## config.mk

```make
export PLATFORM = sky130hd
export DESIGN_NAME = uwa_ctrl
export DESIGN_NICKNAME = d
export VERILOG_FILES = /design/src/rtl/uwa_pkg.sv /design/src/rtl/uwa_ctrl.sv
export SDC_FILE = /design/constraint.sdc
export NUM_CORES = 1
export LEC_CHECK = 0
export BUFFER_PORTS_ARGS = -buffer_cell sky130_fd_sc_hd__buf_2
export CAP_MARGIN = 15
export CORE_MARGIN = 2
export CORE_UTILIZATION = 57
export CTS_BUF_LIST = sky130_fd_sc_hd__clkbuf_4
export DETAILED_ROUTE_END_ITERATION = 7
export PLACE_DENSITY = 0.89
export SETUP_SLACK_MARGIN = 0.15
export SYNTH_ARGS = -nofsm -noshare
export SYNTH_HDL_FRONTEND = slang
export SYNTH_SLANG_ARGS = --single-unit
export TNS_END_PERCENT = 30
```

## constraint.sdc

```tcl
create_clock -name i_clk -period 3.49 [get_ports i_clk]
set_clock_uncertainty 0.2 [all_clocks]
set_input_delay 0 -clock i_clk [delete_from_list [all_inputs] [get_ports i_clk]]
set_output_delay 0 -clock i_clk [all_outputs]
set_load 0.02 [all_outputs]
```

## src/rtl/uwa_pkg.sv

```systemverilog
// shared constants, types and coefficient tables of the upwind advection block
package uwa_pkg;

    localparam int GRID_X  = 32;
    localparam int GRID_Y  = 32;
    localparam int X_W     = $clog2(GRID_X);
    localparam int Y_W     = $clog2(GRID_Y);
    localparam int CELL_W  = X_W + Y_W;
    localparam int CELLS   = 1 << CELL_W;
    localparam int IDX_W   = 5;
    localparam int XF_W    = (X_W > IDX_W ? X_W : IDX_W) + 1;
    localparam int YF_W    = (Y_W > IDX_W ? Y_W : IDX_W) + 1;
    localparam int VAL_W   = 32;
    localparam int SUM_W   = 40;
    localparam int A_W     = 64;
    localparam int B_W     = 33;
    localparam int CHUNK_W = 16;
    localparam int PP_W    = CHUNK_W + 1 + B_W;
    localparam int ACC_W   = 98;
    localparam int TOT_W   = ACC_W - 16;
    localparam int STEP_W  = 4;
    localparam int REG_W   = 3;

    localparam logic [STEP_W-1:0] STEP_CENTRE  = STEP_W'(0);
    localparam logic [STEP_W-1:0] STEP_UV_LAST = STEP_W'(4);
    localparam logic [STEP_W-1:0] STEP_X_LAST  = STEP_W'(6);
    localparam logic [STEP_W-1:0] STEP_LAST    = STEP_W'(12);
    localparam logic [1:0]        CHUNK_LAST   = 2'd3;

    localparam logic KIND_WRITE = 1'b0;
    localparam logic KIND_RATE  = 1'b1;

    localparam logic signed [VAL_W-1:0] RST_UPWIND  = 32'sd33860;
    localparam logic signed [VAL_W-1:0] RST_CENTRAL = 32'sd169301;

    typedef enum logic [REG_W-1:0] {
        REG_USX  = 3'd0,
        REG_USY  = 3'd1,
        REG_CSX  = 3'd2,
        REG_CSY  = 3'd3,
        REG_MODE = 3'd4
    } t_reg;

    // one product per operation on the shared multiplier
    typedef enum logic [3:0] {
        OP_UCX,   // u * Cx
        OP_UDX,   // + |u| * Dx, then keep as t
        OP_TSX,   // t * sx, add to total
        OP_VCY,
        OP_VDY,
        OP_TSY,
        OP_DUC,   // du * cx, add to divergence
        OP_DVC,
        OP_DIVQ   // divergence * q0, add to total
    } t_op;

    typedef struct packed {
        logic              load;
        logic              wr;
        logic              rd;
        logic [STEP_W-1:0] step;
        logic              mul;
        logic [1:0]        chunk;
        logic              post;
        t_op               op;
        logic              emit;
    } t_cmd;

    typedef struct packed {
        logic kind;
        logic conservative;
        logic out_full;
    } t_status;

    // neighbour offset of each read step: centre, then x, then y
    function automatic logic signed [2:0] step_off(input logic [STEP_W-1:0] s);
        logic signed [2:0] o;
        case (s)
            4'd1, 4'd7:   o = 3'sd1;
            4'd2, 4'd8:   o = -3'sd1;
            4'd3, 4'd9:   o = 3'sd2;
            4'd4, 4'd10:  o = -3'sd2;
            4'd5, 4'd11:  o = 3'sd3;
            4'd6, 4'd12:  o = -3'sd3;
            default:      o = 3'sd0;
        endcase
        return o;
    endfunction

    // seven-point central part
    function automatic logic signed [7:0] coef_c(input logic signed [2:0] o);
        logic signed [7:0] c;
        case (o)
            3'sd3:   c = 8'sd1;
            3'sd2:   c = -8'sd9;
            3'sd1:   c = 8'sd45;
            -3'sd1:  c = -8'sd45;
            -3'sd2:  c = 8'sd9;
            -3'sd3:  c = -8'sd1;
            default: c = 8'sd0;
        endcase
        return c;
    endfunction

    // dissipative part, centre handled apart
    function automatic logic signed [7:0] coef_d(input logic signed [2:0] o);
        logic signed [7:0] c;
        case (o)
            3'sd3, -3'sd3: c = -8'sd1;
            3'sd2, -3'sd2: c = 8'sd6;
            3'sd1, -3'sd1: c = -8'sd15;
            default:       c = 8'sd20;
        endcase
        return c;
    endfunction

    // fourth-order central difference
    function automatic logic signed [7:0] coef_e(input logic signed [2:0] o);
        logic signed [7:0] c;
        case (o)
            3'sd2:   c = -8'sd1;
            3'sd1:   c = 8'sd8;
            -3'sd1:  c = -8'sd8;
            -3'sd2:  c = 8'sd1;
            default: c = 8'sd0;
        endcase
        return c;
    endfunction

endpackage

```

## src/rtl/uwa_ctrl.sv

```systemverilog
// sequencer: item load, grid reads, multiply steps and result hand-off
module uwa_ctrl import uwa_pkg::*; (
    input  logic    i_clk,
    input  logic    i_rst_n,
    input  logic    i_in_valid,
    output logic    o_in_ready,
    input  t_status i_status,
    output t_cmd    o_cmd
);

    typedef enum logic [2:0] {
        S_IDLE, S_WRITE, S_READ, S_DRAIN, S_MUL, S_POST, S_RESULT
    } t_state;

    t_state            r_state, n_state;
    logic [STEP_W-1:0] r_step, n_step;
    logic [1:0]        r_chunk, n_chunk;
    t_op               r_op, n_op;
    logic              last_op;

    assign last_op = (r_op == OP_DIVQ) || (r_op == OP_TSY && !i_status.conservative);

    always_comb begin
        n_state = r_state;
        n_step  = r_step;
        n_chunk = r_chunk;
        n_op    = r_op;
        case (r_state)
            S_IDLE: begin
                if (i_in_valid) begin
                    n_state = S_WRITE;
                end
            end
            S_WRITE: begin
                // the item was latched on acceptance; a write finishes now
                if (i_status.kind == KIND_WRITE) begin
                    n_state = S_IDLE;
                end else begin
                    n_state = S_READ;
                    n_step  = STEP_CENTRE;
                end
            end
            S_READ: begin
                if (r_step == STEP_LAST) begin
                    n_state = S_DRAIN;
                end else begin
                    n_step = r_step + STEP_W'(1);
                end
            end
            S_DRAIN: begin
                n_state = S_MUL;
                n_chunk = 2'd0;
                n_op    = OP_UCX;
            end
            S_MUL: begin
                if (r_chunk == CHUNK_LAST) begin
                    n_state = S_POST;
                end else begin
                    n_chunk = r_chunk + 2'd1;
                end
            end
            S_POST: begin
                if (last_op) begin
                    n_state = S_RESULT;
                end else begin
                    n_state = S_MUL;
                    n_chunk = 2'd0;
                    n_op    = t_op'(r_op + 4'd1);
                end
            end
            S_RESULT: begin
                if (!i_status.out_full) begin
                    n_state = S_IDLE;
                end
            end
            default: begin
                n_state = S_IDLE;
            end
        endcase
    end

    always_ff @(posedge i_clk) begin
        if (!i_rst_n) begin
            r_state <= S_IDLE;
            r_step  <= '0;
            r_chunk <= '0;
            r_op    <= OP_UCX;
        end else begin
            r_state <= n_state;
            r_step  <= n_step;
            r_chunk <= n_chunk;
            r_op    <= n_op;
        end
    end

    assign o_in_ready = (r_state == S_IDLE);

    always_comb begin
        o_cmd       = '0;
        o_cmd.load  = (r_state == S_IDLE) && i_in_valid;
        o_cmd.wr    = (r_state == S_WRITE) && (i_status.kind == KIND_WRITE);
        o_cmd.rd    = (r_state == S_READ);
        o_cmd.step  = r_step;
        o_cmd.mul   = (r_state == S_MUL);
        o_cmd.chunk = r_chunk;
        o_cmd.post  = (r_state == S_POST);
        o_cmd.op    = r_op;
        o_cmd.emit  = (r_state == S_RESULT) && !i_status.out_full;
    end

endmodule

```

# Word-level counts from Yosys, hierarchy flattened
# Index checks and enable logic that the tools add are counted.
word_totals:
  reg_bits: 13
  wordCells: 56
classes:
  bitwise: 1
  n_addsub: 3
  eq_ne: 18
  reduce_logical: 15
  n_mux: 15
op_table:
  columns: ["op", "n"]
  rows:
  - ["3-bit case mux with 7 select lines", 1]
  - ["4-bit case mux with 2 select lines", 2]
  - ["3-bit 2-to-1 mux", 4]
  - ["4-bit 2-to-1 mux", 3]
  - ["2-bit != test, second input constant", 6]
  - ["3-bit == test, second input constant", 3]
  - ["4-bit by 1-bit adder with 4-bit output, second input constant", 2]
  - ["4-bit == test, second input constant", 2]
  - ["2-bit 2-to-1 mux", 4]
  - ["3-bit by 2-bit == test with 1-bit output, second input constant", 2]
  - ["2-bit case mux with 3 select lines", 1]
  - ["3-bit AND reduction", 2]
  - ["4-bit by 3-bit == test with 1-bit output, second input constant", 1]
  - ["1-bit logical AND", 4]
  - ["2-bit by 1-bit != test with 1-bit output, second input constant", 2]
  - ["4-bit AND reduction", 1]
  - ["2-bit nonzero test", 2]
  - ["3-bit by 1-bit == test with 1-bit output, second input constant", 1]
  - ["3-bit zero test", 1]
  - ["3-bit nonzero test", 1]
  - ["2-bit by 1-bit adder with 2-bit output, second input constant", 1]
  - ["2-bit == test, second input constant", 1]
  - ["1-bit zero test", 2]
  - ["2-bit AND reduction", 1]
  - ["other kinds (2)", 2]

# Depth between registers and ports, before layout
# Gate-level depths: netlist (run 1).
depth:
  ltp_word: 5
  ltp_mapped: 6

# Worst setup path before layout (run 1)
# Ideal clock, no wire load.
synth_timing:
  kind: "flip-flop to flip-flop"
  startpoint: "register r_op[0]"
  endpoint: "register r_op[3]"
  stages_incl_launch_ff: 7
  arrival_time_ns: 1.633
  period_less_slack_ns: 1.892
  setup_ns: 0.059
  setup_slack_ns: 1.598
  path_buffers: 0
  required_ns: 3.231
  cell_sequence: "dfxtp_1 -> inv_1 -> ha_1 -> nand3b_1 -> nand3_4 -> or4_1 -> nand2_1"
synth_via:
  elab_chain_len: 5
  word_cells_on_any_way: 9
  classes_between: "add/sub (1); eq/ne (3); mux (2); reduce/logical (3)"
synth_rtl:
  columns: ["element", "line", "source"]
  rows:
  - ["start, declared", "uwa_ctrl.sv:18", "t_op r_op, n_op;"]
  - ["start signal, assigned", "uwa_ctrl.sv:92", "r_op <= n_op;"]
  - ["parallel branches: the longest is 5 deep, another holds 4-bit by 1-bit adder with 4-bit output", null, null]
# Parallel ways; which one is timed is not known. The select of a mux whose other input is x is not followed.
# A chain may end at the register's enable or synchronous reset.

# Worst setup path after layout (run 1)
layout_timing:
  startpoint: "register r_state[0]"
  endpoint: "register r_op[3]"
layout_via:
  elab_chain_len: 3
  word_cells_on_any_way: 6
  classes_between: "eq/ne (3); mux (1); reduce/logical (2)"
layout_rtl:
  columns: ["element", "line", "source"]
  rows:
  - ["start, declared", "uwa_ctrl.sv:15", "t_state r_state, n_state;"]
  - ["start signal, assigned", "uwa_ctrl.sv:89", "r_state <= n_state;"]
  - ["3-bit == test / 3-bit by 2-bit == test with 1-bit output (equally long branches)", "uwa_ctrl.sv:28", "case (r_state)"]
  - ["2-bit != test (no line) / 2-bit nonzero test (equally long branches)", null, null]
  - ["2-bit AND reduction (no line)", null, null]
# Parallel ways exist; a longest one is shown, timed or not.

==> results.md, run 1 <==
* Global placement routability congestion at 0.8943
* Share of cells above drive strength 1 at 0.2339
* Number of synthesis warnings at 0
* Inst Count DP at between 100 and 150
* Worst Path Max Fanout at 13
* Status: finished, final reports clean
* Final hold viol count at 0
* Internal power at 0.2302 mW
* Mapped Cells at 99
* CTS tree: built
* Min Tclk post-route at 1.908 ns
* Net Switching at ~0.094 mW
* Setup_tns at 0 ns
* Num rows at 13
* Critical path arrival at 1.93 ns
* WP buf/inv at 0
* Top cells by area, synth: dfxtp_1 (32%), ha_1 (9.2%), a21oi_1 (6.8%)
* Syn Area/Cell at 8.215 um2
* Period utilization at 0.5467
* WP depth at 4
* Cell area after synthesis at 813.3 um2
* Initial Utilization at 0.6173
* Overall routing resource usage at 0.2240
* Post-DR vias/cell at 5.827
* Flops & latches, synth at 13
* Hold-fix buffers, CTS at 3
* Pin count of the biggest net entering global routing at 16
* Final non-filler cell total at 139
* Commonest cells after routing, fill and taps aside: buf_2 (22), dfxtp_1 (13), a21oi_1 (11)
* CTS max path bufs at 2
* Die area at 1745 um2
* Layout Nets at roughly 140
* Pwr/cell area at 331.7 nW/um2
* Dominant delay contributor by cell family on the critical path: simple AND/OR/NAND/NOR gates
* Comb power frac at 0.177
* Worst Path Required at about 3.5 ns
* Maximum vdd drop at about 0.00023 V
* DPL Wire Length at 1.326 mm
* CP Cell Sequence: and3b_1 -> nand3_4 -> or4_1 -> nand2_1
* Synth area leader: dfxtp_1
* Number of diodes at 0
* Met3 Routed Length at 76 um
* Clock latency on the worst-skew pair at ~0.28 ns
* Clock sinks at 13
* Worst setup SP type: flop
* Overflow after GRT at 0
* Critical Path Slowest Stage Cell: dfxtp_1
* H-tree Lvls at 1
* Critical path class: reg -> reg
* DR pass1 iterations at 7
* DRT Wirelength at 1.747 mm
* Hold Crit Class: in -> reg
* Vias in the first global route at 695
* Area grow syn2layout at 20.15%
* Critical Path End Type: flop
* Met2 WL at ~880 um
* Number of CTS-inserted buffers at 3
* Setup violations, final at 0
* Post-synth EDFFs at 0
* Most used DFF post-synth: dfxtp_1
* Synth top area share at 0.3200
* Via count at 810
* RSZ-0062 raised after global routing: false
* Switching Share at 0.2900
* DR WL/cell at 12.57 um
* Async SR Flop Fraction at 0
* Max-cap violations at 0
* Slew @ Worst Pin at ~0.41 ns
* Seq/Total Area, Yosys at 0.3200
* Max Transition Viols Final at 0
* Worst-path clk slew at 0.08 ns
* Die X at ~42 um
* Clock share of power at 0.320
* Metal1 wirelength at 772 um
* Peak Freq at 0.5241 GHz
* Mapped Nets at 111
* Netlist cell types at 34
* PostCTS Resize Cnt at 0
* First-pass GRT wire length at 3.036 mm
* Rel. slew slack at 0.7277
* Top Ports at 23
* Die span in y at ~42 um
* Worst R2R Path Depth at 4
* Post-layout util at 0.7417
* Core area at 1318 um2
* Commonest non-fill, non-tap cell in the layout: buf_2
* Slowest Stage Delay on Critical Path at 0.54 ns
* Hold path depth at 5
* Post-CTS Setup Bufs at 0
* CTS root buf: clkbuf_4
* Lkg Pwr at roughly 0.42 nW
* Antenna violations before repair at 0
* Final ANT Viol Nets at 0
* Port Buf Inserts at 22
* Uppermost layer routed: met4
* Initial drt markers at 21
* Sequential share of power at 0.503
* Residual DRC count at 0
==> power by group through the flow <==
stage	clock, mW	sequential, mW	combinational [mW]
after floorplan	0	0.161	0.0450
after global placement	0	0.166	0.0537
after detailed placement	0	0.166	0.0549
after CTS	0.105	0.163	0.0577
after global routing	0.112	0.164	0.0639
final	0.104	0.163	0.0573
==> layer usage <==
layer,GRT usage,vias up
li1,-,408
met1,0.2634,380
met2,0.3875,20
met3,0.05217,2
met4,0.09032,0
met5,0,-
==> synth_stat cells (3+ instances only) <==
| cell type | count |
|---|---|
| inv_1 | 6 |
| ha_1 | 6 |
| o21ai_0 | 3 |
| nor3_1 | 3 |
| nand2_1 | 7 |
| nand4_1 | 5 |
| nand3_1 | 6 |
| nand3b_1 | 5 |
| nor2_1 | 4 |
| a21oi_1 | 11 |
| dfxtp_1 | 13 |
==> cell families (layout without fill, tap and decap cells) <==
group	count (synthesis)	in the layout	share of synthesized area
compound gates	20	20	0.1415
flops	13	13	0.3200
fa+ha+maj	6	6	0.09231
buf+inv	10	35	0.05845
simple gates	48	48	0.3662
xor+xnor	2	2	0.02154
==> tightest hold or removal path, cell delays in order <==
cell	delay, ns
buf_2	0.08
nor4_1	0.04
a31oi_1	0.15
o211ai_1	0.11
a21oi_1	0.12
==> worst paths after layout <==
path              startpoint    endpoint  slack (ns)
setup / recovery  r_state[0]     r_op[3]        1.58
setup reg to reg  r_state[0]     r_op[3]        1.58
hold / removal    i_in_valid  r_state[1]        0.06
hold reg to reg   r_chunk[1]  r_chunk[1]        0.30
==> state kept, by name (all words and copies together), names as in the netlist <==
signal / cells
r_op: 4
r_step: 4
r_state: 3
r_chunk: 2
==> through the flow <==
step / power, mW / setup slack, ns / hold slack [ns] / area (um2)
finish: 0.3242 / 1.582 / 0.06184 / 977.2
global route: 0.3398 / 1.482 / 0.09384 / 977.2
CTS: 0.3253 / 1.587 / 0.05955 / 977.2
detailed placement: 0.2213 / 1.628 / 0.09452 / 917.1
global placement: 0.2194 / 1.663 / 0.09830 / 917.1
floorplan: 0.2057 / 1.598 / -0.1169 / 813.3
==> layout make-up <==
cell class | count | area (um2)
sequential | 13 | 260.3
inverter | 6 | 22.52
clock buffer | 4 | 30.03
tap | 15 | 18.77
fill | 109 | 340.3
timing repair buffer | 25 | 140.1
multi-input combinational | 76 | 505.5
(Power assumes the default switching activity.)
==> run 2, diff against run 1 <==
--- a/config.mk
+++ b/config.mk
@@ -5,13 +5,14 @@
 export SDC_FILE = /design/constraint.sdc
 export NUM_CORES = 1
 export LEC_CHECK = 0
+export ABC_AREA = 1
 export BUFFER_PORTS_ARGS = -buffer_cell sky130_fd_sc_hd__buf_2
 export CAP_MARGIN = 15
 export CORE_MARGIN = 2
-export CORE_UTILIZATION = 57
+export CORE_UTILIZATION = 53
 export CTS_BUF_LIST = sky130_fd_sc_hd__clkbuf_4
 export DETAILED_ROUTE_END_ITERATION = 7
-export PLACE_DENSITY = 0.89
+export PLACE_DENSITY = 0.84
 export SETUP_SLACK_MARGIN = 0.15
 export SYNTH_ARGS = -nofsm -noshare
 export SYNTH_HDL_FRONTEND = slang
==> constraint.sdc (replaced) <==
create_clock -name i_clk -period 1.9 [get_ports i_clk]
set_clock_uncertainty 0.2 [all_clocks]
set_input_delay 0 -clock i_clk [delete_from_list [all_inputs] [get_ports i_clk]]
set_output_delay 0 -clock i_clk [all_outputs]
set_load 0.02 [all_outputs]
==> run 2 against run 1 <==
- worst setup slack lost 1.3 ns
- routed wire length rose by 19%
- global-route usage is 1.1 points higher
- sequential power grew to 2.5 times the previous value
==> results.md, run 2 <==
* Status: finished, final reports clean
* Seq/Total Area, Yosys at 0.3114
* Residual DRC count at 0
* Clock sinks at 13
* Top cells by area, synth: dfxtp_1 (31%), nand2_1 (13%), nand3_1 (9.6%)
* Post-CTS Setup Bufs at 0
* Worst hold start: i_status[1]
* Critical path class: reg -> reg
* Tot Pwr at roughly 1.2 mW
* Syn Area/Cell at 6.530 um2
* Pin count of the biggest net entering global routing at 10
* First-pass GRT wire length at about 3.3 mm
* DP Worst Slack at between 0.2 and 0.3 ns
* Synth top area share at 0.3114
* Flops & latches, synth at 13
* Commonest non-fill, non-tap cell in the layout: nand2_1
* Flop-to-flop setup slack at around 0.27 ns
* Area grow syn2layout at 24.70%
* FF-to-FF Start: r_op[0]
* Die X at 43.71 um
* DRT Wirelength at 2.072 mm
* Num rows at 14
* Mapped Nets at 140
* Initial drt markers at 38
* Post-DR vias/cell at 5.391
* Slew @ Worst Pin at 0.2795 ns
* Max Transition Viols Final at 0
* Peak Freq at around 0.61 GHz
* Rel. slew slack at 0.8135
* Biggest regs: r_op (4), r_step (4), r_state (3)
* Vias in the first global route at 843
* Min Tclk post-route at about 1.6 ns
* Reg2reg end: r_op[0]
* Critical path arrival at 1.62 ns
* Setup_tns at 0 ns
* Max-cap violations at 0
* Top Ports at 23
* CTS max path bufs at 2
* Most common cell in the netlist: nand2_1
* Overall routing resource usage at 0.2346
* Number of synthesis warnings at 0
* Initial Utilization at 0.5613
* Commonest cells after routing, fill and taps aside: nand2_1 (28), buf_2 (22), inv_1 (19)
* Period utilization at 0.8558
* Netlist cell types at 21
* Critical Path End Type: flop
* Async SR Flop Fraction at 0
* Worst-path clk slew at about 0.090 ns
* Die span in y at approximately 44 um
* Final hold viol count at 0
* Synth area leader: dfxtp_1
* Clock latency on the worst-skew pair at 0.29 ns
* Number of diodes at 0
* Worst Path Required at 1.89 ns
* Worst hold endpoint: r_op[3]
* Share of cells above drive strength 1 at 0.2278
* CTS root buf: clkbuf_4
* Most used DFF post-synth: dfxtp_1
* H-tree Lvls at 1
* Maximum vdd drop at 0.0007588 V
* Via count at around 940
* Worst R2R Path Depth at 8
* Worst Path Max Fanout at 6
* Worst setup margin at 0.2739 ns
* Setup violations, final at 0
* Cell area after synthesis at between 800 and 900 um2
* Hold path depth at 6
* Commonest cells in the netlist: nand2_1 (28), inv_1 (19), nand3_1 (16)
* Final Instance Area at 1042 um2
* Post-DP Area at 965.9 um2
* CTS tree: built
* Global placement routability congestion at 0.8584
* Core area at 1489 um2
* Layout Nets at 171
* DR WL/cell at 11.91 um
* Number of CTS-inserted buffers at 3
* Post-synth EDFFs at 0
* Antenna violations before repair at 0
* DR pass1 iterations at 4
* Die area at 1911 um2
* Port Buf Inserts at 22
* DPL Wire Length at 1.519 mm
* Mapped Cells at around 130
* Worst setup SP type: flop
* Pwr/cell area at 1140 nW/um2
* Lkg Pwr at ~0.53 nW
* RSZ-0062 raised after global routing: true
* Overflow after GRT at 0
* Hold Crit Class: in -> reg
* Final ANT Viol Nets at 0
## run 2: worst max-delay path, stage by stage, from the launching register on
cell,delay [ns]
dfxtp_1,0.43
inv_1,0.09
ha_1,0.20
nand3_1,0.11
nand3_2,0.13
nand2_4,0.11
inv_1,0.06
a21oi_1,0.14
nor2_1,0.06
## run 2: final cells by class
type | count | area [um2]
inverters | 22 | 82.58
repair buffers | 26 | 150.1
well taps | 16 | 20.02
multi-input cells | 93 | 498.0
flip-flops and latches | 13 | 261.5
clock buffers | 4 | 30.03
fillers | 133 | 446.7
## run 2: kinds of logic after synthesis
kind of cell    count (synthesis)  share of synthesized area
simple gates                   68                     0.3743
buf+inv                        22                    0.09880
compound gates                 17                     0.1048
flops                          13                     0.3114
fa+ha+maj                       6                    0.08982
xor+xnor                        2                    0.02096
## run 2: how the worst max path moves through the flow
| stage | start | to |
|---|---|---|
| after floorplan | r_op[1] | r_op[0] |
| after CTS | r_op[1] | r_op[0] |
| final | r_op[0] | r_op[0] |
| after detailed placement | r_op[1] | r_op[0] |
| after global placement | r_op[0] | r_chunk[0] |
| after global routing | r_op[1] | r_chunk[0] |
## run 2: layer usage
metal / global-route usage / wire (um) / vias to the layer above
met1: 0.2629 / 902 / 412
met4: 0.1152 / 51 / 0
met5: 0 / 0 / -
met3: 0.06667 / 124 / 8
li1: - / - / 474
met2: 0.4029 / 994 / 44
## run 2: where the power goes
| group | switching (mW) | internal, mW | total [mW] |
|---|---|---|---|
| clock | 0.0991 | 0.0961 | 0.195 |
| combinational | 0.392 | 0.192 | 0.584 |
| sequential | 0.0821 | 0.327 | 0.409 |
| total | 0.573 | 0.615 | 1.19 |
## run 2: through the flow
step                      utilization  cells  hold slack, ns
after floorplan                     -    128         -0.1137
after global placement         0.6487    166         0.07342
after detailed placement       0.6487    166         0.09250
after CTS                      0.6958    174         0.01303
after global routing           0.7000    174         0.06797
final                          0.7000    174         0.04386
## run 2: repair_timing
action,in CTS,in global routing
resized for setup,0,2
hold buffers,4,0
hold endpoints to repair,12,0
endpoints found under the setup margin,0,4
==> run 3, diff against run 2 <==
--- a/config.mk
+++ b/config.mk
@@ -13,6 +13,7 @@
 export CTS_BUF_LIST = sky130_fd_sc_hd__clkbuf_4
 export DETAILED_ROUTE_END_ITERATION = 7
 export PLACE_DENSITY = 0.84
+export RECOVER_POWER = 50
 export SETUP_SLACK_MARGIN = 0.15
 export SYNTH_ARGS = -nofsm -noshare
 export SYNTH_HDL_FRONTEND = slang
==> run 3 against run 2 <==
- routed wire length is 0.63% lower
- combinational power shrank 3%
- final area down 1.7%
- count of clock-buffer cells in the layout unchanged
- worst setup slack worse by 0.049 ns
- die area unchanged
- via count is 1.2% lower
- clock power barely moved
- critical path depth decreased by 3
- global-route usage unchanged
- critical endpoint is now o_cmd[14]
==> results.md, run 3 (synthesized netlist as in run 2, its figures left out) <==
* Comb power frac at 0.485
* Status: finished, final reports clean
* Residual DRC count at 0
* CTS root buf: clkbuf_4
* Lkg Pwr at ~0.47 nW
* CTS tree: built
* Post-DP Area at 965.9 um2
* Final hold viol count at 0
* Antenna violations before repair at 0
* Share of cells above drive strength 1 at 0.1329
* Slew @ Worst Pin at 0.2797 ns
* Final Instance Area at 1025 um2
* DR WL/cell at 11.83 um
* Final ANT Viol Nets at 0
* Post-DR vias/cell at 5.328
* Post-layout util at 0.6882
* Pin count of the biggest net entering global routing at 10
* Inst Count DP at 166
* Core area at 1489 um2
* Maximum vdd drop at roughly 0.00076 V
* Hold Crit Class: in -> reg
* Peak Freq at 0.5969 GHz
* Rel. slew slack at 0.8133
* Clock latency on the worst-skew pair at 0.29 ns
* Final non-filler cell total at 174
* Commonest non-fill, non-tap cell in the layout: nand2_1
* CTS max path bufs at 2
* Net Switching at 0.5747 mW
* H-tree Lvls at 1
* DP Worst Slack at 0.2707 ns
* DPL Wire Length at 1.519 mm
* Min Tclk post-route at between 1.5 and 2 ns
* GR Util met2 at 0.4029
* Worst Path Max Fanout at 9
* Die span in y at 43.71 um
* Sequential share of power at 0.348
* Top Ports at 23
* Worst setup SP type: flop
* DR pass1 iterations at 4
* Initial Utilization at 0.5613
* Period utilization at 0.8818
* Die area at 1911 um2
* Switching Share at 0.4896
* Top Usage Layer GRT: met2
* Grt met3 use at 0.06667
* Setup violations, final at 0
* Setup_tns at 0 ns
* Clock sinks at 13
* Number of CTS-inserted buffers at 3
* DRT Wirelength at about 2.1 mm
* Hold slack at around 0.043 ns
* Area grow syn2layout at 22.60%
* Worst Path Required at 1.70 ns
* First-pass GRT wire length at 3.325 mm
* Pwr/cell area at 1146 nW/um2
* Worst setup margin at between 0.2 and 0.25 ns
* Biggest regs: r_op (4), r_step (4), r_state (3)
* Max-cap violations at 0
* Tot Pwr at 1.174 mW
* Critical path class: reg -> out
* Num rows at 14
* Max Transition Viols Final at 0
* Overflow after GRT at 0
* Post-CTS Setup Bufs at 0
* Global placement routability congestion at roughly 0.86
* RSZ-0062 raised after global routing: true
* Via count at 927
* Overall routing resource usage at 0.2346
* Critical path arrival at 1.48 ns
* Critical Path End Type: primary output
* Commonest cells after routing, fill and taps aside: nand2_1 (28), inv_1 (20), nand3_1 (16)
* Clock share of power at 0.167
* Vias in the first global route at 843
* Internal power at approximately 0.60 mW
* Initial drt markers at 35
* Layout Nets at 171
* Die X at 43.71 um
* Worst-path clk slew at 0.09 ns
* Port Buf Inserts at 22
* Met1 Use GR at 0.2629
* Number of diodes at 0
-- run 3: changes by cell type in the layout (fill, tap and decap cells not counted), sizes merged --
| cell | previous run | this run |
|---|---|---|
| clkbuf | 4 | 18 |
| buf | 22 | 8 |
-- run 3: path summary, 6_finish.rpt --
| kind | startpoint | end | slack [ns] | cells past startpoint |
|---|---|---|---|---|
| setup / recovery | r_state[2] | o_cmd[14] | 0.22 | 5 |
| hold / removal | i_status[1] | r_op[3] | 0.04 | 6 |
| setup reg to reg | r_state[2] | r_chunk[0] | 0.26 | 6 |
| hold reg to reg | r_chunk[1] | r_chunk[1] | 0.31 | 2 |
-- run 3: cell type report --
cell class	instances	area, um2
Multi-Input combinational cell	93	498.0
Fill cell	139	464.2
Sequential cell	13	261.5
Timing Repair Buffer	26	132.6
Inverter	22	82.58
Clock buffer	4	30.03
Tap cell	16	20.02
-- run 3: power groups by stage --
stage	clock network [mW]	logic, mW	registers (mW)
3_5_place_dp	0	0.568	0.411
3_3_place_gp	0	0.551	0.408
5_1_grt	0.203	0.638	0.417
4_1_cts	0.192	0.578	0.404
6_report	0.196	0.569	0.408
2_1_floorplan	0	0.385	0.432
-- run 3: timing repair --
item | 4_1_cts | 5_1_grt
setup endpoints to repair | 0 | 4
endpoints found under the hold margin | 12 | 0
hold buffers | 4 | 0
resized for setup | 0 | 2
-- run 3: worst max-delay path: stages (launching register included) --
cell,delay [ns]
dfxtp_1,0.37
inv_1,0.22
nand3_1,0.13
or2_4,0.26
inv_1,0.05
buf_2,0.15
-- run 3: metal layers --
| layer | share of wire | routed length, um |
|---|---|---|
| met1 | 0.43 | 892 |
| met2 | 0.48 | 986 |
| met3 | 0.061 | 126 |
| met4 | 0.026 | 53 |
| met5 | 0 | 0 |
